==> src/hdl/sob_pkg.sv <==
package sob_pkg;

    localparam int MAX_ROW_LENGTH = 1024;
    localparam int COL_W          = $clog2(MAX_ROW_LENGTH);
    localparam int EFF_LEN_W      = COL_W + 1;

    localparam int PIX_W      = 8;
    localparam int LEN_W      = 11;
    localparam int ROWS_W     = 12;
    localparam int GRAD_W     = 11;
    localparam int MAG_W      = 8;
    localparam int CFG_IDX_W  = 2;
    localparam int CFG_DATA_W = 12;

    // register map
    localparam logic [CFG_IDX_W-1:0] REG_ROW_LENGTH = 2'd0;
    localparam logic [CFG_IDX_W-1:0] REG_ROW_COUNT  = 2'd1;

    localparam logic [LEN_W-1:0]  ROW_LENGTH_RST = 11'd638;
    localparam logic [ROWS_W-1:0] ROW_COUNT_RST  = 12'd393;
    localparam int                MIN_DIM        = 3;

    // |grad| <= 1020, so each square fits in 20 bits and the sum in 21
    localparam int ABS_W    = GRAD_W - 1;
    localparam int SQR_W    = 2 * ABS_W;
    localparam int SUM_W    = SQR_W + 1;
    localparam int ROOT_W   = SUM_W + 1;
    localparam int ROOT_TOP = 2 * ((SUM_W - 1) / 2);
    localparam int MAG_MAX  = 255;

    localparam int QUEUE_DEPTH = 2;
    localparam int QPTR_W      = $clog2(QUEUE_DEPTH);
    localparam int QCNT_W      = $clog2(QUEUE_DEPTH + 1);

    typedef struct packed {
        logic signed [GRAD_W-1:0] gx;
        logic signed [GRAD_W-1:0] gy;
        logic                     valid;
        logic                     fend;
    } grad_t;

endpackage

==> src/hdl/sob_queue.sv <==
module sob_queue import sob_pkg::*; (
    input  logic  aclk,
    input  logic  aresetn,
    input  logic  push,
    input  grad_t push_data,
    output logic  full,
    input  logic  pop,
    output grad_t head,
    output logic  empty
);

    grad_t             slot_reg [QUEUE_DEPTH];
    logic [QPTR_W-1:0] wr_ptr_reg;
    logic [QPTR_W-1:0] rd_ptr_reg;
    logic [QCNT_W-1:0] count_reg;

    assign full  = (count_reg == QCNT_W'(QUEUE_DEPTH));
    assign empty = (count_reg == '0);
    assign head  = slot_reg[rd_ptr_reg];

    always_ff @(posedge aclk) begin
        if (push) begin
            slot_reg[wr_ptr_reg] <= push_data;
        end
        if (!aresetn) begin
            wr_ptr_reg <= '0;
            rd_ptr_reg <= '0;
            count_reg  <= '0;
        end else begin
            if (push) begin
                wr_ptr_reg <= (wr_ptr_reg == QPTR_W'(QUEUE_DEPTH - 1)) ? '0 : wr_ptr_reg + 1'b1;
            end
            if (pop) begin
                rd_ptr_reg <= (rd_ptr_reg == QPTR_W'(QUEUE_DEPTH - 1)) ? '0 : rd_ptr_reg + 1'b1;
            end
            if (push && !pop) begin
                count_reg <= count_reg + 1'b1;
            end else if (pop && !push) begin
                count_reg <= count_reg - 1'b1;
            end
        end
    end

endmodule

==> config.mk <==
export PLATFORM = sky130hd
export DESIGN_NAME = sob_queue
export DESIGN_NICKNAME = d
export VERILOG_FILES = /design/src/hdl/sob_pkg.sv /design/src/hdl/sob_queue.sv
export SDC_FILE = /design/constraint.sdc
export NUM_CORES = 1
export LEC_CHECK = 0
export BUFFER_PORTS_ARGS = -buffer_cell sky130_fd_sc_hd__buf_2
export CAP_MARGIN = 40
export CORE_MARGIN = 4
export CORE_UTILIZATION = 53
export CTS_BUF_LIST = sky130_fd_sc_hd__clkbuf_8
export CTS_CLUSTER_SIZE = 28
export DETAILED_ROUTE_END_ITERATION = 8
export HOLD_SLACK_MARGIN = 0.06
export PLACE_DENSITY = 0.81
export SYNTH_ARGS = -nofsm -noshare
export SYNTH_HDL_FRONTEND = slang
export SYNTH_SLANG_ARGS = --single-unit
==> constraint.sdc <==
create_clock -name aclk -period 2.5 [get_ports aclk]
set_clock_uncertainty 0.2 [all_clocks]
set_input_delay 0.125 -clock aclk [delete_from_list [all_inputs] [get_ports aclk]]
set_output_delay 0.125 -clock aclk [all_outputs]
set_load 0.02 [all_outputs]
==> metrics, run 1 <==
Final Hold Fails=0; Syn Std Cell Area=1950 um2; nature of the critical path endpoint=primary output; cts bufs inserted=5; drt initial violations=73; Hold Slack=0.136 ns; Remaining DRCs=0; CP Buf/Inv Count=2; flip-flop and latch count after synthesis=53; Post-Route WL=3520 um; kind of critical path=reg2out; top cell type by total area after synthesis=edfxtp_1; peak supply drop=0.000665 V; # hold bufs at CTS=27; width of the die=68.7 um; row cnt=21; DIE HEIGHT=68.7 um; status=completed; CTS tree=done; Rel. slew slack=71.0%; Mapped Nets=126; Synth Warn #=0; H-tree Lvls=2; clock tree buffer depth=2; CP max-delay cell=dfxtp_1; clock sink count=53; pwr dens=731 nW/um2; Yosys top cell area share=73.9%; pin count of the biggest net entering global routing=21; final setup TNS=0 ns; Max Transition Viols Final=0; Core ar.=3440 um2; post-CTS setup buffer count=0; layout cells sized above 1=48.6%; post-route core utilization=77.9%; GP Congestion=0.641; Die ar.=4710 um2; clock root cell=clkbuf_8; Layout area overhead=37.5%; syn avg cell area=20.1 um2; All-Layer GR Usage=16.1%; Worst Path Max Fanout=20; ys async rst share=0%; final instance area=2680 um2; Critical Path RT=2.17 ns; n_diodes=0; placed inst area=2280 um2; Final period util=77.7%; Crit path arrival time=1.62 ns; max reg flops=48; gr ovfl total=0; worst hold path type=in2reg; Net count, final=213; antenna violations before repair=0; RSZ-0062 raised after global routing=false; filler cell count=204; DRT antenna net count=0; leakage=1.05 nW; Initial Util=56.7%; Commonest cells post-synth=edfxtp_1, mux2_2, dfxtp_1, and2_1; max_cap viols=0; number of synthesized flops with an enable pin=48; crit-path max cell delay=0.44 ns; Startpoint Class=flop; Pre-antenna DRT Iters=3; global-route wire length before repair=5220 um; vias in the first global route=1161; via count=1100; clk slew on worst S/H paths=0.09 ns; Least-Margin Pin Slew=0.433 ns; wire per inst=15.3 um; post-synthesis sequential area ratio=79.0%; Synth Flop Type=edfxtp_1; synth top area cells=edfxtp_1, mux2_2, dfxtp_1; Skew-Pair Late Insertion Delay=0.30 ns; top-count cell post-synth=edfxtp_1; Port Buffer Count=53; Synth cell types=17; fin crit period=1.94 ns; crit-path cells=buf_4, mux2_2, buf_2; cell count after synthesis=97; f_max=0.515 GHz; vias per cell=4.76; Crit path max-delay family=buffers and inverters; final setup fails=0; post-DP HPWL=2240 um; # IOs=54; post_cts resized=0
-- layout make-up --
cell class	count	area, um2	area share (%)
Clock buffer	5	68.8	2.57
Sequential cell	53	1540	57.5
Inverter	1	3.75	0.140
Clock inverter	3	65.1	2.43
Multi-Input combinational cell	40	388	14.5
Tap cell	46	57.6	2.15
Timing Repair Buffer	83	558	20.8
-- stage by stage --
stage,setup slack (ns),instances,power (mW)
floorplan,0.464,97,1.21
global placement,0.929,196,1.29
detailed placement,0.879,196,1.30
CTS,0.525,231,1.98
global route,0.482,231,2.04
finish,0.557,231,1.96
-- logic make-up (layout without fill, tap and decap cells) --
kind of cell               Yosys count  count (layout)  synth area share [%]
buffers and inverters                4              92                  1.22
DFF                                 53              53                  79.0
and+or+nand+nor                      9               9                  2.89
muxes                               24              24                  13.9
AOI/OAI and AO/OA                    3               3                  1.03
xor gates and xnor gates             3               3                  1.35
adders and majority gates            1               1                 0.641
-- routing by layer --
| metal | GRT usage [%] | part of all wire, % | wire length (um) | up-vias |
|---|---|---|---|---|
| li1 | - | - | - | 541 |
| met1 | 16.9 | 38 | 1340 | 517 |
| met2 | 29.3 | 54 | 1900 | 35 |
| met3 | 5.83 | 6.6 | 234 | 7 |
| met4 | 5.96 | 1.4 | 51 | 0 |
| met5 | 0 | 0 | 0 | - |
-- report_power, final --
part	switching [mW]	total, mW	internal, mW
registers	0.0184	1.04	1.02
clock network	0.251	0.648	0.397
logic	0.144	0.277	0.133
-- cell usage in the layout (no fill, tap or decap), drive strengths merged --
master       instances
buf                 56
and2                 4
ha                   1
inv                  1
o21ai                1
o21a                 1
dlygate4sd3         27
mux2                24
a21boi               1
and2b                1
clkinv               1
or3                  1
nor2                 1
dfxtp                5
clkbuf               5
bufinv               2
edfxtp              48
nor2b                2
xnor2                1
xor2                 2
-- worst paths after layout --
kind / start / endpoint / slack [ns] / depth (start not counted)
hold / removal: push / slot_reg[1][19] / 0.14 / 2
hold reg to reg: count_reg[1] / count_reg[1] / 0.33 / 2
setup / recovery: flop / head[13] / 0.56 / 3
setup reg to reg: wr_ptr_reg / wr_ptr_reg / 0.82 / 3
Note: power is estimated with default switching activity, not from simulation.
==> run 2: changes to the inputs <==
--- a/config.mk
+++ b/config.mk
@@ -5,10 +5,11 @@
 export SDC_FILE = /design/constraint.sdc
 export NUM_CORES = 1
 export LEC_CHECK = 0
+export ABC_AREA = 1
 export BUFFER_PORTS_ARGS = -buffer_cell sky130_fd_sc_hd__buf_2
 export CAP_MARGIN = 40
 export CORE_MARGIN = 4
-export CORE_UTILIZATION = 53
+export CORE_UTILIZATION = 54
 export CTS_BUF_LIST = sky130_fd_sc_hd__clkbuf_8
 export CTS_CLUSTER_SIZE = 28
 export DETAILED_ROUTE_END_ITERATION = 8
==> constraint.sdc (replaced) <==
create_clock -name aclk -period 1.8 [get_ports aclk]
set_clock_uncertainty 0.2 [all_clocks]
set_input_delay 0.09 -clock aclk [delete_from_list [all_inputs] [get_ports aclk]]
set_output_delay 0.09 -clock aclk [all_outputs]
set_load 0.02 [all_outputs]
==> metrics, run 2 <==
final setup TNS=0 ns (unchanged); vias in the first global route=1247 (+7.4%); hold path cells=2 (unchanged); number of synthesized flops with an enable pin=48 (unchanged); ys async rst share=0% (unchanged); post-route insts no fill=247 (+6.9%); Max Transition Viols Final=0 (unchanged); H-tree Lvls=2 (unchanged); post-synthesis sequential area ratio=74.6% (-4.4 points); Port Buffer Count=53 (unchanged); Skew-Pair Late Insertion Delay=0.30 ns (about the same); cell count after synthesis=110 (+13%); Mapped Nets=139 (+10%); Hold Path End=slot_reg[1][3]; Combinational Power Share=15.2% (+1.1 points); worst setup margin=0.108 ns (-0.449 ns); setup slack, reg-to-reg=0.51 ns (-0.31 ns); Post-Route WL=3700 um (+5.1%); worst hold path type=in2reg; post-DP HPWL=2410 um (+7.6%); vias per cell=4.81 (+0.92%); clock share of power=29.5% (-3.5 points); Startpoint Class=flop; DIE HEIGHT=69.9 um (+1.7%); Remaining DRCs=0 (unchanged); post_cts resized=0 (unchanged); peak supply drop=0.000727 V (+9.3%); syn avg cell area=18.8 um2 (-6.6%); Critical Path RT=1.51 ns (-0.66 ns); synth top area cells=edfxtp_1, mux2_4, dfxtp_1; Final period util=94.0%; nature of the critical path endpoint=primary output; Final Hold Fails=0 (unchanged); clock sink count=53 (unchanged); Rel. slew slack=86.7% (+16 points); top-count cell post-synth=edfxtp_1; FF-to-FF Start=wr_ptr_reg; leakage=1.15 nW (+10%); clk slew on worst S/H paths=0.08 ns (about the same); Layout area overhead=34.5%; Synth Flop Type=edfxtp_1; antenna violations before repair=0 (unchanged); Syn Std Cell Area=2070 um2 (+5.9%); Pre-antenna DRT Iters=4 (+1); Initial Util=56.0% (-0.67 points); width of the die=69.9 um (+1.7%); clock root cell=clkbuf_8; # IOs=54 (unchanged); Reg power frac=55.3% (+2.4 points); status=completed; Net Sw Frac=22.4% (+1.3 points); top cell type by total area after synthesis=edfxtp_1; layout cells sized above 1=44.7% (-3.9 points); pre-CTS WS=0.428 ns (-0.451 ns); GP Congestion=0.684 (+6.8%); Die ar.=4880 um2 (+3.5%); Int Pwr=2.02 mW (+30%); commonest cells after routing, fill and taps aside=buf_2, edfxtp_1, dlygate4sd3_1; max reg flops=48 (unchanged); fin crit period=1.69 ns; Synth cell types=14 (-3); Core ar.=3690 um2 (+7.2%); Commonest cells post-synth=edfxtp_1, mux2_4, nor2_1, inv_1, nand2_1; gr ovfl total=0 (unchanged); worst r2r path cells=3 (unchanged); DP Cell Count=212 (+8.2%); filler cell count=239 (+17%); n_diodes=0 (unchanged); Hold Path Origin=push_data[3]; pwr dens=937 nW/um2 (+28%); Least-Margin Pin Slew=0.199 ns (-0.234 ns); FF-to-FF End=slot_reg[1][15]; Net count, final=227 (+6.6%); DRT antenna net count=0 (unchanged); clock tree buffer depth=2 (unchanged); row cnt=22 (+4.8%); pin count of the biggest net entering global routing=25 (+19%); RSZ-0062 raised after global routing=false; Synth Warn #=0 (unchanged); Crit path arrival time=1.40 ns (-0.22 ns); kind of critical path=reg2out; final setup fails=0 (unchanged); flip-flop and latch count after synthesis=53 (unchanged); All-Layer GR Usage=16.2% (+0.10 points); via count=1187 (+7.9%); drt initial violations=104 (+42%); most common cell after layout, fill and taps aside=buf_2; switching power=0.582 mW (+41%); global-route wire length before repair=5890 um (+13%); Worst Path Max Fanout=24 (+20%); cts bufs inserted=5 (unchanged); f_max=0.591 GHz; wire per inst=15.0 um (-1.7%); CTS tree=done; Yosys top cell area share=69.8% (-4.1 points); max_cap viols=0 (unchanged)
[run 2: cell types whose count changed after synthesis, moves of 2 or more]
cell / before / now
xor2_1: 2 / 0
nor2_1: 1 / 9
nor2b_1: 2 / 0
and2_1: 4 / 0
buf_12: 0 / 2
mux2_4: 0 / 20
nand2_1: 0 / 8
mux2_2: 24 / 4
buf_4: 2 / 0
inv_1: 1 / 8
[run 2: what timing repair did]
item,CTS,global route
hold endpoints to repair,53,0
hold buffers,27,0
setup buffers,0,0
[run 2: power by group through the flow]
stage / sequential, mW / clock, mW / combinational, mW
after floorplan: 1.46 / 0 / 0.240
after CTS: 1.44 / 0.785 / 0.397
after detailed placement: 1.47 / 0 / 0.351
after global routing: 1.45 / 0.832 / 0.426
after global placement: 1.46 / 0 / 0.337
final: 1.44 / 0.768 / 0.395
[run 2: through the flow]
| step | utilization (%) | hold WS, ns | area (um2) | total power [mW] |
|---|---|---|---|---|
| 6_report | 75.3 | 0.301 | 2780 | 2.60 |
| 5_1_grt | 75.3 | 0.302 | 2780 | 2.70 |
| 4_1_cts | 75.3 | 0.293 | 2780 | 2.62 |
| 3_5_place_dp | 65.0 | 0.0813 | 2400 | 1.82 |
| 3_3_place_gp | 65.0 | 0.0779 | 2400 | 1.80 |
| 2_1_floorplan | - | -0.0111 | 2070 | 1.70 |
[run 2: layout make-up]
cell class | count | area [um2] | area share, %
clock inverters | 3 | 41.3 | 1.49
well taps | 48 | 60.1 | 2.16
multi-input cells | 46 | 445 | 16.0
flip-flops and latches | 53 | 1540 | 55.5
repair buffers | 84 | 591 | 21.3
inverters | 8 | 30.0 | 1.08
clock buffers | 5 | 68.8 | 2.48
[run 2: worst max-delay path: stages (launching register included)]
cell     delay (ns)
dfxtp_1        0.36
buf_12         0.21
mux2_2         0.36
buf_2          0.16
[run 2: logic make-up (layout without fill, tap and decap cells)]
group                      count (synthesis)  in the layout  synth area share (%)
AOI/OAI and AO/OA                          2              2                 0.484
adders and majority gates                  1              1                 0.606
buffers and inverters                     11            100                  3.94
DFF                                       53             53                  74.6
muxes                                     24             24                  16.7
and+or+nand+nor                           19             19                  3.63
[run 2: worst max path at each step]
stage / slack (ns) / from / end / depth (start not counted)
CTS: 0.08 / flop / head[9] / 3
floorplan: 0.23 / wr_ptr_reg / slot_reg[0][0] / 1
global route: 0.06 / flop / head[8] / 3
finish: 0.11 / flop / head[8] / 3
global placement: 0.44 / flop / head[3] / 3
detailed placement: 0.43 / flop / head[9] / 3
[run 2: per-layer routing]
layer,vias up,global-route usage (%),share of wire (%)
met2,43,28.2,53
met1,557,17.1,37
met5,-,0,0
met3,14,5.76,7.1
met4,0,8.51,2.9
li1,573,-,-
==> run 3: changes to the inputs <==
--- a/config.mk
+++ b/config.mk
@@ -5,16 +5,17 @@
 export SDC_FILE = /design/constraint.sdc
 export NUM_CORES = 1
 export LEC_CHECK = 0
-export ABC_AREA = 1
 export BUFFER_PORTS_ARGS = -buffer_cell sky130_fd_sc_hd__buf_2
 export CAP_MARGIN = 40
 export CORE_MARGIN = 4
-export CORE_UTILIZATION = 54
+export CORE_UTILIZATION = 53
 export CTS_BUF_LIST = sky130_fd_sc_hd__clkbuf_8
 export CTS_CLUSTER_SIZE = 28
 export DETAILED_ROUTE_END_ITERATION = 8
 export HOLD_SLACK_MARGIN = 0.06
+export MAX_ROUTING_LAYER = met4
 export PLACE_DENSITY = 0.81
+export REMOVE_ABC_BUFFERS = 1
 export SYNTH_ARGS = -nofsm -noshare
 export SYNTH_HDL_FRONTEND = slang
 export SYNTH_SLANG_ARGS = --single-unit
==> metrics, run 3 (same netlist as run 1, synthesis figures left out) <==
status=completed; Rel. slew slack=88.4% (+1.7 points); drt initial violations=33 (-68%); filler cell count=192 (-20%); Remaining DRCs=0 (unchanged); DIE HEIGHT=68.7 um (-1.7%); cts bufs inserted=5 (unchanged); f_max=0.601 GHz (+1.7%); # IOs=54 (unchanged); FF-to-FF Start=rd_ptr_reg; Core ar.=3440 um2 (-6.7%); Skew-Pair Late Insertion Delay=0.29 ns (about the same); Final Power=2.73 mW (+5.1%); Worst Path Max Fanout=10 (-58%); fin crit period=1.66 ns (-0.0283 ns); All-Layer GR Usage=16.8% (+0.56 points); multi-input logic area=388 um2 (-13%); FF-to-FF End=rd_ptr_reg; clock tree buffer depth=2 (unchanged); flip-flop and latch area=1540 um2 (unchanged); max reg flops=48 (unchanged); clock root cell=clkbuf_8; via count=1124 (-5.3%); Crit path arrival time=1.37 ns (-0.03 ns); clk slew on worst S/H paths=0.08 ns (about the same); vias per cell=4.74 (-1.3%); DRT antenna net count=0 (unchanged); kind of critical path=reg2out; post-CTS setup buffer count=0 (unchanged); Final period util=92.4% (-1.6 points); Pre-antenna DRT Iters=4 (unchanged); GP Congestion=0.661 (-3.4%); most common cell after layout, fill and taps aside=buf_2; post-DP HPWL=2180 um (-9.5%); commonest cells after routing, fill and taps aside=buf_2, edfxtp_1, dlygate4sd3_1; Hold Path Origin=push_data[11]; pin count of the biggest net entering global routing=17 (-32%); vias in the first global route=1181 (-5.3%); Startpoint Class=flop; hold path cells=2 (unchanged); gr ovfl total=0 (unchanged); post_cts resized=0 (unchanged); Die ar.=4710 um2 (-3.4%); Post-Route WL=3400 um (-8.0%); CTS tree=done; RSZ-0062 raised after global routing=false; Hold Slack=0.316 ns (+0.0142 ns); Initial Util=56.7% (+0.67 points); layout cells sized above 1=49.7% (+5.0 points); worst hold path type=in2reg; n_diodes=0 (unchanged); Port Buffer Count=53 (unchanged); final setup TNS=0 ns (unchanged); # hold bufs at CTS=28 (+3.7%); Max Transition Viols Final=0 (unchanged); final setup fails=0 (unchanged); global-route wire length before repair=5380 um (-8.8%); DP Cell Count=201 (-5.2%); peak supply drop=0.000727 V (about the same); Least-Margin Pin Slew=0.174 ns (-0.0251 ns); Layout area overhead=40.0%; worst r2r path cells=3 (unchanged); post-route insts no fill=237 (-4.0%); row cnt=21 (-4.5%); pwr dens=1000 nW/um2 (+7.0%); leakage=1.08 nW (-6.6%); H-tree Lvls=2 (unchanged); width of the die=68.7 um (-1.7%); max_cap viols=0 (unchanged); nature of the critical path endpoint=primary output; wire per inst=14.4 um (-4.2%); clock sink count=53 (unchanged); antenna violations before repair=0 (unchanged); Critical Path RT=1.51 ns (about the same); Hold Path End=slot_reg[0][11]; Final Hold Fails=0 (unchanged); setup slack, reg-to-reg=0.32 ns (-0.19 ns); Net count, final=219 (-3.5%)
==> run 3: cell types whose count changed in the layout (fill, tap and decap cells not counted), sizes merged, moves of 2 or more <==
| cell | delta |
|---|---|
| inv | -7 |
| xor2 | +2 |
| nor2 | -8 |
| nand2 | -8 |
| buf | +4 |
| nor2b | +2 |
| and2 | +4 |
==> run 3: power breakdown <==
part | internal [mW] | switching (mW) | leakage [nW] | total [mW]
Combinational | 0.198 | 0.204 | 0.516 | 0.402
Sequential | 1.42 | 0.0224 | 0.492 | 1.44
Clock | 0.551 | 0.344 | 0.0681 | 0.895
Total | 2.17 | 0.570 | 1.08 | 2.73
==> run 3: metrics by stage <==
| stage | util [%] | instance area [um2] | setup slack (ns) |
|---|---|---|---|
| final | 79.3 | 2730 | 0.136 |
| after global routing | 79.3 | 2730 | 0.0559 |
| after CTS | 79.3 | 2730 | 0.125 |
| after detailed placement | 67.3 | 2320 | 0.461 |
| after global placement | 67.3 | 2320 | 0.481 |
| after floorplan | - | 1930 | -0.236 |
==> run 3: layout make-up <==
| cell class | count | share of cell area [%] |
|---|---|---|
| sequential | 53 | 56.5 |
| timing repair buffer | 89 | 22.2 |
| multi-input combinational | 40 | 14.2 |
| clock buffer | 5 | 2.52 |
| clock inverter | 3 | 2.38 |
| tap | 46 | 2.11 |
| inverter | 1 | 0.137 |
==> run 3: worst max path at each step <==
stage,cells after the start,start,slack [ns],end
6_report,3,flop,0.14,head[4]
5_1_grt,3,flop,0.06,head[6]
4_1_cts,3,flop,0.12,head[15]
3_5_place_dp,3,flop,0.46,head[15]
3_3_place_gp,3,flop,0.48,head[22]
2_1_floorplan,1,wr_ptr_reg,-0.24,slot_reg[0][0]
==> run 3: critical path, cell delays in order, from the launching register on <==
cell	delay, ns
dfxtp_1	0.36
buf_4	0.20
mux2_2	0.35
buf_2	0.16
==> run 3: routing by layer <==
layer	share of wire (%)	global-route usage, %	wire length (um)
met4	0.79	6.95	27
met2	55	30.2	1880
met3	6.1	4.21	208
met5	0	-	0
met1	38	17.4	1290
