$ cat src/hdl/sob_pkg.sv
package sob_pkg;

    localparam int MAX_ROW_LENGTH = 1024;
    localparam int COL_W          = $clog2(MAX_ROW_LENGTH);
    localparam int EFF_LEN_W      = COL_W + 1;

    localparam int PIX_W      = 8;
    localparam int LEN_W      = 11;
    localparam int ROWS_W     = 12;
    localparam int GRAD_W     = 11;
    localparam int MAG_W      = 8;
    localparam int CFG_IDX_W  = 2;
    localparam int CFG_DATA_W = 12;

    // register map
    localparam logic [CFG_IDX_W-1:0] REG_ROW_LENGTH = 2'd0;
    localparam logic [CFG_IDX_W-1:0] REG_ROW_COUNT  = 2'd1;

    localparam logic [LEN_W-1:0]  ROW_LENGTH_RST = 11'd638;
    localparam logic [ROWS_W-1:0] ROW_COUNT_RST  = 12'd393;
    localparam int                MIN_DIM        = 3;

    // |grad| <= 1020, so each square fits in 20 bits and the sum in 21
    localparam int ABS_W    = GRAD_W - 1;
    localparam int SQR_W    = 2 * ABS_W;
    localparam int SUM_W    = SQR_W + 1;
    localparam int ROOT_W   = SUM_W + 1;
    localparam int ROOT_TOP = 2 * ((SUM_W - 1) / 2);
    localparam int MAG_MAX  = 255;

    localparam int QUEUE_DEPTH = 2;
    localparam int QPTR_W      = $clog2(QUEUE_DEPTH);
    localparam int QCNT_W      = $clog2(QUEUE_DEPTH + 1);

    typedef struct packed {
        logic signed [GRAD_W-1:0] gx;
        logic signed [GRAD_W-1:0] gy;
        logic                     valid;
        logic                     fend;
    } grad_t;

endpackage

$ cat src/hdl/sob_back.sv
module sob_back import sob_pkg::*; (
    input  logic              aclk,
    input  logic              aresetn,
    input  grad_t             head,
    input  logic              queue_empty,
    output logic              pop,
    output logic              m_tvalid,
    input  logic              m_tready,
    output logic [GRAD_W-1:0] out_gx,
    output logic [GRAD_W-1:0] out_gy,
    output logic [MAG_W-1:0]  out_mag,
    output logic              out_valid,
    output logic              out_fend
);

    typedef enum logic [2:0] {
        B_IDLE,
        B_SQUARE,
        B_SUM,
        B_ROOT,
        B_OUT
    } bstate_t;

    bstate_t            state_reg;
    grad_t              ent_reg;
    logic [SQR_W-1:0]   sqx_reg, sqy_reg;
    logic [SUM_W-1:0]   n_reg;
    logic [ROOT_W-1:0]  root_reg;
    logic [SUM_W-1:0]   bit_reg;
    logic               m_tvalid_reg;
    logic [GRAD_W-1:0]  gx_reg, gy_reg;
    logic [MAG_W-1:0]   mag_reg;
    logic               valid_reg, fend_reg;

    logic [ABS_W-1:0]   abs_x, abs_y;
    logic [ROOT_W-1:0]  trial;
    logic               take;
    logic [ROOT_W-3:0]  quarter;
    logic               out_free;

    assign pop      = (state_reg == B_IDLE) && !queue_empty;
    assign abs_x    = ABS_W'(ent_reg.gx[GRAD_W-1] ? -ent_reg.gx : ent_reg.gx);
    assign abs_y    = ABS_W'(ent_reg.gy[GRAD_W-1] ? -ent_reg.gy : ent_reg.gy);
    assign trial    = root_reg + {1'b0, bit_reg};
    assign take     = {1'b0, n_reg} >= trial;
    assign quarter  = root_reg[ROOT_W-1:2];
    assign out_free = !m_tvalid_reg || m_tready;

    assign m_tvalid  = m_tvalid_reg;
    assign out_gx    = gx_reg;
    assign out_gy    = gy_reg;
    assign out_mag   = mag_reg;
    assign out_valid = valid_reg;
    assign out_fend  = fend_reg;

    always_ff @(posedge aclk) begin
        if (!aresetn) begin
            state_reg    <= B_IDLE;
            m_tvalid_reg <= 1'b0;
        end else begin
            // in B_OUT the output register is reloaded instead
            if (m_tvalid_reg && m_tready && state_reg != B_OUT) begin
                m_tvalid_reg <= 1'b0;
            end
            case (state_reg)
                B_IDLE: begin
                    if (!queue_empty) begin
                        ent_reg   <= head;
                        state_reg <= B_SQUARE;
                    end
                end
                B_SQUARE: begin
                    sqx_reg   <= abs_x * abs_x;
                    sqy_reg   <= abs_y * abs_y;
                    state_reg <= B_SUM;
                end
                B_SUM: begin
                    n_reg     <= {1'b0, sqx_reg} + {1'b0, sqy_reg};
                    root_reg  <= '0;
                    bit_reg   <= SUM_W'(1) << ROOT_TOP;
                    state_reg <= B_ROOT;
                end
                B_ROOT: begin
                    // one restoring step of the integer square root per cycle
                    if (take) begin
                        n_reg    <= n_reg - trial[SUM_W-1:0];
                        root_reg <= (root_reg >> 1) + {1'b0, bit_reg};
                    end else begin
                        root_reg <= root_reg >> 1;
                    end
                    bit_reg <= bit_reg >> 2;
                    if (bit_reg == SUM_W'(1)) begin
                        state_reg <= B_OUT;
                    end
                end
                B_OUT: begin
                    if (out_free) begin
                        m_tvalid_reg <= 1'b1;
                        gx_reg       <= ent_reg.gx;
                        gy_reg       <= ent_reg.gy;
                        mag_reg      <= (int'(quarter) > MAG_MAX) ? MAG_W'(MAG_MAX)
                                                                  : MAG_W'(quarter);
                        valid_reg    <= ent_reg.valid;
                        fend_reg     <= ent_reg.fend;
                        state_reg    <= B_IDLE;
                    end
                end
                default: begin
                    state_reg <= B_IDLE;
                end
            endcase
        end
    end

endmodule

$ cat config.mk
export PLATFORM = sky130hd
export DESIGN_NAME = sob_back
export DESIGN_NICKNAME = d
export VERILOG_FILES = /design/src/hdl/sob_pkg.sv /design/src/hdl/sob_back.sv
export SDC_FILE = /design/constraint.sdc
export NUM_CORES = 1
export LEC_CHECK = 0
export ABC_AREA = 1
export BUFFER_PORTS_ARGS = -buffer_cell sky130_fd_sc_hd__buf_2
export CORE_MARGIN = 2
export CORE_UTILIZATION = 55
export DETAILED_ROUTE_END_ITERATION = 16
export PLACE_DENSITY_LB_ADDON = 0.25
export SYNTH_ARGS = -nofsm -noshare
export SYNTH_HDL_FRONTEND = slang
export SYNTH_SLANG_ARGS = --single-unit
$ cat constraint.sdc
create_clock -name aclk -period 5.8 [get_ports aclk]
set_clock_uncertainty 0.05 [all_clocks]
set_input_delay 0.58 -clock aclk [delete_from_list [all_inputs] [get_ports aclk]]
set_output_delay 0.58 -clock aclk [all_outputs]
set_load 0.01 [all_outputs]
==> results of run 1 <==
==> routing by layer <==
layer,wire [um],GRT usage,part of all wire,vias up
met3,1770,0.02799,0.048,83
met5,0,0,0,-
met2,18260,0.4525,0.49,364
met1,15890,0.3320,0.43,6010
li1,-,-,-,6243
met4,1029,0.08436,0.028,0
==> worst paths after layout <==
path         startpoint          end  slack (ns)  cells past startpoint
max          ent_reg[3]  sqy_reg[13]        0.22                     25
min reg2reg  ent_reg[1]    out_valid        0.38                      0
max reg2reg  ent_reg[3]  sqy_reg[13]        0.22                     25
min            head[19]  ent_reg[19]        0.27                      1
==> cell type report <==
cell class,count,area [um2]
inverters,314,1181
multi-input cells,1346,9714
flip-flops and latches,152,4524
fillers,2288,9687
clock buffers,17,425.4
repair buffers,121,759.5
clock inverters,15,157.7
well taps,341,426.7
==> worst max-delay path, cell delays in order, from the launching register on <==
cell and delay, ns:
edfxtp_1 0.39, inv_1 0.15, ha_4 0.18, nand3_4 0.10, nor3_4 0.20, or2_4 0.17, xor2_4 0.17, inv_2 0.07
nor2_4 0.11, fa_1 0.44, fa_1 0.52, inv_1 0.05, fa_1 0.47, inv_1 0.05, fa_1 0.52, inv_1 0.05
fa_1 0.50, inv_1 0.07, ha_4 0.24, a21o_1 0.20, nor2_2 0.10, inv_1 0.06, a21oi_2 0.11, nand2_1 0.09
buf_4 0.14, xor2_1 0.13
==> through the flow <==
stage / hold WS (ns) / TNS [ns]
CTS: 0.2613 / 0
finish: 0.2696 / 0
global placement: 0.3672 / 0
detailed placement: 0.3582 / -0.1910
floorplan: 0.3503 / 0
global route: 0.2564 / -0.2698
==> kinds of logic after synthesis <==
family                     count (synthesis)  synth area share
and+or+nand+nor                          734            0.2040
buffers and inverters                    331           0.08357
AOI/OAI and AO/OA                        264           0.09623
adders and majority gates                260            0.2631
DFF                                      152            0.3013
xor gates and xnor gates                  88           0.05182
==> power by group <==
group          switching, mW  leakage (nW)  internal, mW
sequential            0.0837          1.37          1.55
combinational           3.14          6.62          2.12
clock                  0.516         0.285         0.610
total                   3.74          8.28          4.28
==> repair_timing <==
| item | in CTS | in global routing |
|---|---|---|
| hold buffers | 0 | 0 |
| pin swaps | 1 | 33 |
| endpoints found under the hold margin | 0 | 0 |
| gates resized for setup | 6 | 97 |
| setup endpoints to repair | 7 | 20 |
| setup buffers | 2 | 12 |
==> cell usage in the layout (no fill, tap or decap), types with 59 or more instances in the layout <==
cell type  count
a21oi_1      102
nor2_1       136
buf_4         59
nand3_1       83
edfxtp_1     148
inv_1        300
buf_2         61
nand2_1      405
ha_1         153
o21ai_0       76
fa_1          93
==> metrics, run 1 <==
status complete, no violations; die area ~29000 um2; Commonest cells post-synth nand2_1, inv_1, ha_1; die extent in x 169.2 um; syn_nets between 2k and 2.5k; number of port buffers just over 60; layout cell share with drive strength beyond 1 0.1313; post-route cell area 17190 um2; Final Hold Vio Count 0; DRT iter0 DRCs about 900; TritonCTS buffer count 17; Final Worst Setup Slack 0.2167 ns; DP HPWL 28500 um; root buffer cell clkbuf_16; Clock Sinks 152; Final period util 0.9626; placed inst area 16080 um2; Critical Path RT around 6 ns; Synthesis Warnings 0; max-cap violation count 0; top cell type's share of synthesized area 0.2960; GRT Util Overall 0.2570; EDFF count, synth between 100 and 150; RePlAce Congestion 0.9170; crit path max fanout 5; post-synthesis async set-or-reset flop share 0; Slew headroom 0.3331; Synth Instances about 1.8k; Synth cell types 49; initial antenna violation count 0; critical setup path kind reg -> reg; H-tree levels 4; fin crit period ~5.6 ns; vias in the first global route 12.31k; Boundary Pins 62; Final Core Density 0.6396; Placed Cells incl. Taps between 2k and 2.5k; Slew @ Worst Pin 0.9979 ns; f_max 179.1 MHz; Layout area overhead 14.46%; global-route wire length before repair 59000 um; worst hold path type in -> reg; Core ar. about 27000 um2; Critical Path Source Type flop; Nets approximately 2.2k; peak supply drop 0.0003338 V; max reg flops 24; CTS tree done; main flop type after synthesis edfxtp_1; most common cell in the netlist nand2_1; largest net degree at the start of global routing 39; Pwr Density 466.6 nW/um2; total power 8.020 mW; Synth area leaders edfxtp_1, ha_1, fa_1; area leader, netlist edfxtp_1; Lkg Pwr ~8.3 nW; pre-CTS setup slack -0.08398 ns; Rows 60; Seq/Total Area, Yosys 0.3013; setup violators final 0; DR pass1 iterations 6; Final ANT Viol Nets 0; Post-Synthesis Cell Area 15020 um2; Mapped Avg Cell Area 8.210 um2; vias per cell 5.507; die height 169.2 um; CP Capture Type flop; routed len/inst between 15 and 20 um; GR Overflow Total 0; Max Slew Vio Count 0; Reg clk slew, reported paths ~0.07 ns; Clock Path Buffers 2; residual DRC count 0; drt total wl 36940 um; Starting Density 0.5588; DR vias 12.70k; Final Non-Filler Cells 2306; Yosys reg bits 152; ant diodes 0; WP data arrival roughly 5.7 ns; clk_lat worst skew 0.43 ns
Power figures use the tool's default switching activity.
==> inputs of run 2 (changes only) <==
--- a/config.mk
+++ b/config.mk
@@ -7,10 +7,12 @@
 export LEC_CHECK = 0
 export ABC_AREA = 1
 export BUFFER_PORTS_ARGS = -buffer_cell sky130_fd_sc_hd__buf_2
+export CELL_PAD_IN_SITES_DETAIL_PLACEMENT = 0
+export CELL_PAD_IN_SITES_GLOBAL_PLACEMENT = 1
 export CORE_MARGIN = 2
-export CORE_UTILIZATION = 55
+export CORE_UTILIZATION = 44
 export DETAILED_ROUTE_END_ITERATION = 16
-export PLACE_DENSITY_LB_ADDON = 0.25
+export PLACE_DENSITY_LB_ADDON = 0.1
 export SYNTH_ARGS = -nofsm -noshare
 export SYNTH_HDL_FRONTEND = slang
 export SYNTH_SLANG_ARGS = --single-unit
==> run 2 against run 1 <==
  * Critical path type unchanged
  * Die area rose by 24%
  * Power fell by 0.86%
  * Worst setup slack improved by 0.051 ns
  * Global-route usage fell by 3.6 points
  * Non-clock buffer count rose by 8
  * Via count fell by 2.9%
  * Final cell count rose by 5.0%
==> metrics, run 2 (synthesis gave the netlist of run 1 again) <==
Setup crit end sqy_reg[13] (unchanged); f_max 180.8 MHz (was 179.1 MHz); drt total wl 38030 um (was 36940 um); routed len/inst 15.71 um (was 16.02 um); Core ar. 33530 um2 (was 26880 um2); Rows 67 (was 60); crit path max fanout 9 (was 5); root buffer cell clkbuf_16 (unchanged); post-route cell area 17390 um2 (was 17190 um2); Clock Path Buffers 2 (unchanged); CP Capture Type flop (unchanged); DR vias 12.33k (was 12.70k); Sequential Power Share 0.205 (was 0.204); vias in the first global route 12.42k (was 12.31k); setup TNS 0 ns (unchanged); NetSw 3.675 mW (was 3.737 mW); Max Slew Vio Count 0 (unchanged); FF-to-FF setup slack 0.27 ns (was 0.22 ns); peak supply drop 0.0003640 V (was 0.0003338 V); Max stage delay on crit path 0.54 ns (was 0.52 ns); Layout area overhead 15.78% (was 14.46%); DRT iter0 DRCs 683 (was 917); WP data arrival 5.67 ns (was 5.71 ns); slowest CP cell fa_1 (unchanged); ant diodes 0 (unchanged); Sw Share 0.4621 (was 0.4659); status complete, no violations (unchanged); residual DRC count 0 (unchanged); Lkg Pwr 8.316 nW (was 8.277 nW); Final Hold Vio Count 0 (unchanged); Nets 2248 (was 2240); placed inst area 16290 um2 (was 16080 um2); DR pass1 iterations 5 (was 6); initial antenna violation count 0 (unchanged); Reg clk slew, reported paths 0.07 ns (about the same); commonest non-fill, non-tap cells in the layout nand2_1, inv_1, ha_1 (unchanged); worst flop-to-flop path startpoint ent_reg[3] (unchanged); Clock Sinks 152 (unchanged); layout cell share with drive strength beyond 1 0.1338 (was 0.1313); smallest hold slack 0.2577 ns (was 0.2696 ns); max-cap violation count 0 (unchanged); Int Power 4.277 mW (was 4.284 mW); Logic pwr share 0.657 (was 0.656); clk_lat worst skew 0.44 ns (was 0.43 ns); GR Overflow Total 0 (unchanged); Critical Path RT 5.94 ns (was 5.93 ns); Final Core Density 0.5185 (was 0.6396); critical setup path kind reg -> reg (unchanged); Slew headroom 0.2802 (was 0.3331); hold_buf cts 0 (unchanged); die area 35620 um2 (was 28640 um2); setup violators final 0 (unchanged); die height 188.7 um (was 169.2 um); commonest non-fill, non-tap cell in the layout nand2_1 (unchanged); Slew @ Worst Pin 1.077 ns (was 0.9979 ns); largest net degree at the start of global routing 39 (unchanged); TritonCTS buffer count 17 (unchanged); die extent in x 188.7 um (was 169.2 um); R2R depth 24 (was 25); GRT Util Overall 0.2214 (was 0.2570); pre-CTS setup slack -0.08820 ns (was -0.08398 ns); DP HPWL 30780 um (was 28500 um); worst hold path type in -> reg (unchanged); Clk pwr share 0.138 (was 0.140); Hold Path Stages 1 (unchanged); RePlAce Congestion 0.8527 (was 0.9170); Critical Path Source Type flop (unchanged); max reg flops 24 (unchanged); CP startpoint ent_reg[3] (unchanged); CTS tree done (unchanged); Final Worst Setup Slack 0.2676 ns (was 0.2167 ns); Boundary Pins 62 (unchanged); Final period util 0.9539 (was 0.9626); H-tree levels 4 (unchanged); Final ANT Viol Nets 0 (unchanged); global-route wire length before repair 62110 um (was 59000 um); vias per cell 5.093 (was 5.507); Pwr Density 457.3 nW/um2 (was 466.6 nW/um2); number of port buffers 61 (unchanged); reg-to-reg endpoint sqy_reg[13] (unchanged); fin crit period 5.532 ns (was 5.583 ns); CP Cell Sequence inv_2 -> ha_4 -> nand3_4 -> nor3_4 -> nand3_2 -> nand2_1 -> nand2_1 -> nand2_2 -> buf_4 -> nand2_1 -> fa_1 -> inv_1 -> fa_1 -> fa_1 -> fa_1 -> ha_1 -> ha_4 -> a21o_1 -> inv_1 -> o21ai_1 -> a21oi_2 -> nand2_1 -> buf_4 -> xor2_1; Starting Density 0.4478 (was 0.5588)
==> run 2: cell count changes in the layout (fill, tap and decap cells not counted), sizes merged <==
cell      before  now
clkinv         8    7
buf          121  129
inv          319  312
clkinvlp       1    4
bufinv         1    2
clkbuf        17   21
==> run 2: metal layers <==
metal | share of wire | wire, um | track usage
met5 | 0 | 0 | 0
met4 | 0.020 | 767 | 0.06460
met3 | 0.029 | 1119 | 0.03204
met2 | 0.50 | 18940 | 0.3976
met1 | 0.45 | 17200 | 0.2755
==> run 2: power groups by stage <==
stage               clock network [mW]  logic (mW)  registers, mW
floorplan                            0        3.35           1.62
finish                            1.10        5.22           1.63
global placement                     0        4.47           1.66
detailed placement                   0        4.46           1.66
global route                      1.17        5.90           1.64
CTS                               1.13        4.56           1.64
==> run 2: repair_timing <==
item	CTS	global route
resized for setup	7	98
pin swaps	0	40
setup buffers	0	11
endpoints found under the setup margin	9	22
==> run 2: per-stage QoR <==
stage / power, mW / instances
after floorplan: 4.962 / 1829
after global placement: 6.129 / 2378
after detailed placement: 6.122 / 2378
after CTS: 7.321 / 2410
after global routing: 8.712 / 2421
final: 7.951 / 2421
==> run 2: layout make-up <==
type / count / area, um2
inverters: 314 / 1191
multi-input cells: 1346 / 9707
repair buffers: 129 / 839.6
flip-flops and latches: 152 / 4524
fillers: 3232 / 16150
clock buffers: 21 / 440.4
clock inverters: 11 / 123.9
well taps: 448 / 560.5
==> run 2: worst max-delay path: cells and delay by family (launching register included) <==
family                     cells  cell delay [ns]
adders and majority gates      7             2.88
and+or+nand+nor                8             0.79
buffers and inverters          5             0.59
DFF                            1             0.48
AOI/OAI and AO/OA              3             0.34
xor gates and xnor gates       1             0.13
==> run 2: worst min path at each step <==
| stage | start | to | slack (ns) |
|---|---|---|---|
| finish | head[23] | ent_reg[23] | 0.26 |
| floorplan | ent_reg[0] | out_fend | 0.35 |
| CTS | head[23] | ent_reg[23] | 0.24 |
| global placement | ent_reg[0] | out_fend | 0.35 |
| detailed placement | ent_reg[0] | out_fend | 0.36 |
| global route | head[21] | ent_reg[21] | 0.24 |
==> inputs of run 3 (changes only) <==
--- a/config.mk
+++ b/config.mk
@@ -9,6 +9,7 @@
 export BUFFER_PORTS_ARGS = -buffer_cell sky130_fd_sc_hd__buf_2
 export CELL_PAD_IN_SITES_DETAIL_PLACEMENT = 0
 export CELL_PAD_IN_SITES_GLOBAL_PLACEMENT = 1
+export CORE_ASPECT_RATIO = 1.25
 export CORE_MARGIN = 2
 export CORE_UTILIZATION = 44
 export DETAILED_ROUTE_END_ITERATION = 16
==> run 3 against run 2 <==
  * Critical path depth is 1 higher
  * Utilization fell by 0.75 points
  * Final cell count shrank 1.4%
  * Combinational power decreased by 3%
  * Routed wire length increased by 1.2%
  * Non-clock buffer count shrank 9
  * Register-to-register slack worse by 0.07 ns
  * Sequential cell count stayed put
  * Worst setup slack worse by 0.072 ns
  * Clock power shrank 4%
  * Hold slack worse by 0.0062 ns
  * Via count down 0.11%
  * Critical endpoint is now sqy_reg[17]
==> metrics, run 3 (synthesis gave the netlist of run 1 again) <==
CP startpoint ent_reg[3] (unchanged); RSZ-0062 raised after global routing true; Nets 2239 (was 2248); initial antenna violation count 0 (unchanged); Starting Density 0.4470 (was 0.4478); fin crit period 5.604 ns (was 5.532 ns); GRT Util Overall 0.2265 (was 0.2214); CTS tree done (unchanged); root buffer cell clkbuf_16 (unchanged); Clock Sinks 152 (unchanged); max-cap violation count 0 (unchanged); status complete, no violations (unchanged); total power 7.749 mW (was 7.951 mW); Boundary Pins 62 (unchanged); drt total wl 38500 um (was 38030 um); Max Slew Vio Count 0 (unchanged); die area 35630 um2 (was 35620 um2); H-tree levels 4 (unchanged); Pwr Density 451.4 nW/um2 (was 457.3 nW/um2); R2R depth 25 (was 24); routed len/inst 16.13 um (was 15.71 um); Lkg Pwr 8.255 nW (was 8.316 nW); Rows 75 (was 67); layout cell share with drive strength beyond 1 0.1329 (was 0.1338); DP HPWL 31390 um (was 30780 um); residual DRC count 0 (unchanged); die height 210.5 um (was 188.7 um); vias per cell 5.159 (was 5.093); cell repeated most along the worst path fa_1; Critical Path RT 5.95 ns (was 5.94 ns); Reg clk slew, reported paths 0.07 ns (about the same); ant diodes 0 (unchanged); area of the multi-input gates 9635 um2 (was 9707 um2); hold_buf cts 0 (unchanged); Final period util 0.9663 (was 0.9539); crit path max fanout 7 (was 9); Hold Path Stages 1 (unchanged); Core ar. 33590 um2 (was 33530 um2); CP Capture Type flop (unchanged); Max stage delay on crit path 0.56 ns (was 0.54 ns); setup violators final 0 (unchanged); f_max 178.4 MHz (was 180.8 MHz); DR vias 12.32k (was 12.33k); Final Hold Vio Count 0 (unchanged); max reg flops 24 (unchanged); Slew @ Worst Pin 1.071 ns (was 1.077 ns); critical setup path kind reg -> reg (unchanged); Slew headroom 0.2797 (was 0.2802); HP Start head[9] (was head[23]); setup TNS 0 ns (unchanged); WP data arrival 5.75 ns (was 5.67 ns); global-route wire length before repair 63100 um (was 62110 um); Critical Path Source Type flop (unchanged); commonest non-fill, non-tap cell in the layout nand2_1 (unchanged); peak supply drop 0.0002681 V (was 0.0003640 V); # fillers 3294 (was 3232); register area 4524 um2 (unchanged); vias in the first global route 12.81k (was 12.42k); die extent in x 169.2 um (was 188.7 um); GR Overflow Total 0 (unchanged); worst hold path type in -> reg (unchanged); Final ANT Viol Nets 0 (unchanged); TritonCTS buffer count 17 (unchanged); commonest non-fill, non-tap cells in the layout nand2_1, inv_1, ha_1 (unchanged); clk_lat worst skew 0.45 ns (was 0.44 ns); number of port buffers 61 (unchanged); worst flop-to-flop path startpoint ent_reg[3] (unchanged); slowest CP cell fa_1 (unchanged); Layout area overhead 14.31% (was 15.78%); DR pass1 iterations 5 (unchanged); DRT iter0 DRCs 483 (was 683); Clock Path Buffers 2 (unchanged); largest net degree at the start of global routing 39 (unchanged); RePlAce Congestion 0.8540 (was 0.8527)
-- run 3: metal layers --
layer,vias up,wire length (um),track usage
met1,5807,15990,0.2531
li1,6254,-,-
met3,67,904,0.02835
met4,0,1058,0.07781
met2,187,20550,0.4379
met5,-,0,0
-- run 3: cell type report --
class                   instances  area share
flip-flops and latches        152      0.2636
clock inverters                14    0.006560
well taps                     423     0.03083
repair buffers                120     0.04380
inverters                     314     0.06895
clock buffers                  18     0.02500
multi-input cells            1346      0.5613
-- run 3: repair_timing --
item	4_1_cts	5_1_grt
setup buffers	1	5
pin swaps	1	30
resized for setup	8	96
endpoints found under the hold margin	0	0
endpoints found under the setup margin	8	23
-- run 3: final timing paths --
check	slack, ns	end
worst max register to register	0.20	sqy_reg[17]
worst max-delay path	0.20	sqy_reg[17]
worst min-delay path	0.25	ent_reg[9]
worst min register to register	0.38	out_valid
-- run 3: metrics by stage --
stage / setup slack (ns) / cell area (um2) / cells / util / hold slack [ns]
after global placement: 0.05572 / 16230 / 2349 / 0.4830 / 0.3511
after floorplan: 0.002999 / 15040 / 1829 / - / 0.3503
after global routing: -0.06621 / 17170 / 2387 / 0.5110 / 0.2304
final: 0.1957 / 17170 / 2387 / 0.5110 / 0.2515
after CTS: 0.02015 / 16810 / 2382 / 0.5004 / 0.2286
after detailed placement: -0.09734 / 16230 / 2349 / 0.4830 / 0.3581
-- run 3: power by group --
| group | leakage (nW) | internal, mW | total, mW | switching, mW |
|---|---|---|---|---|
| Clock | 0.274 | 0.558 | 1.06 | 0.504 |
| Combinational | 6.61 | 1.99 | 5.05 | 3.06 |
| Sequential | 1.37 | 1.55 | 1.64 | 0.0864 |
| Total | 8.25 | 4.10 | 7.75 | 3.65 |
-- run 3: critical path, delay by kind of cell (launching register included) --
kind	cells	cell delay, ns
flops	1	0.43
buf+inv	6	0.56
compound gates	3	0.39
simple gates	7	0.78
xor+xnor	2	0.28
fa+ha+maj	7	2.87
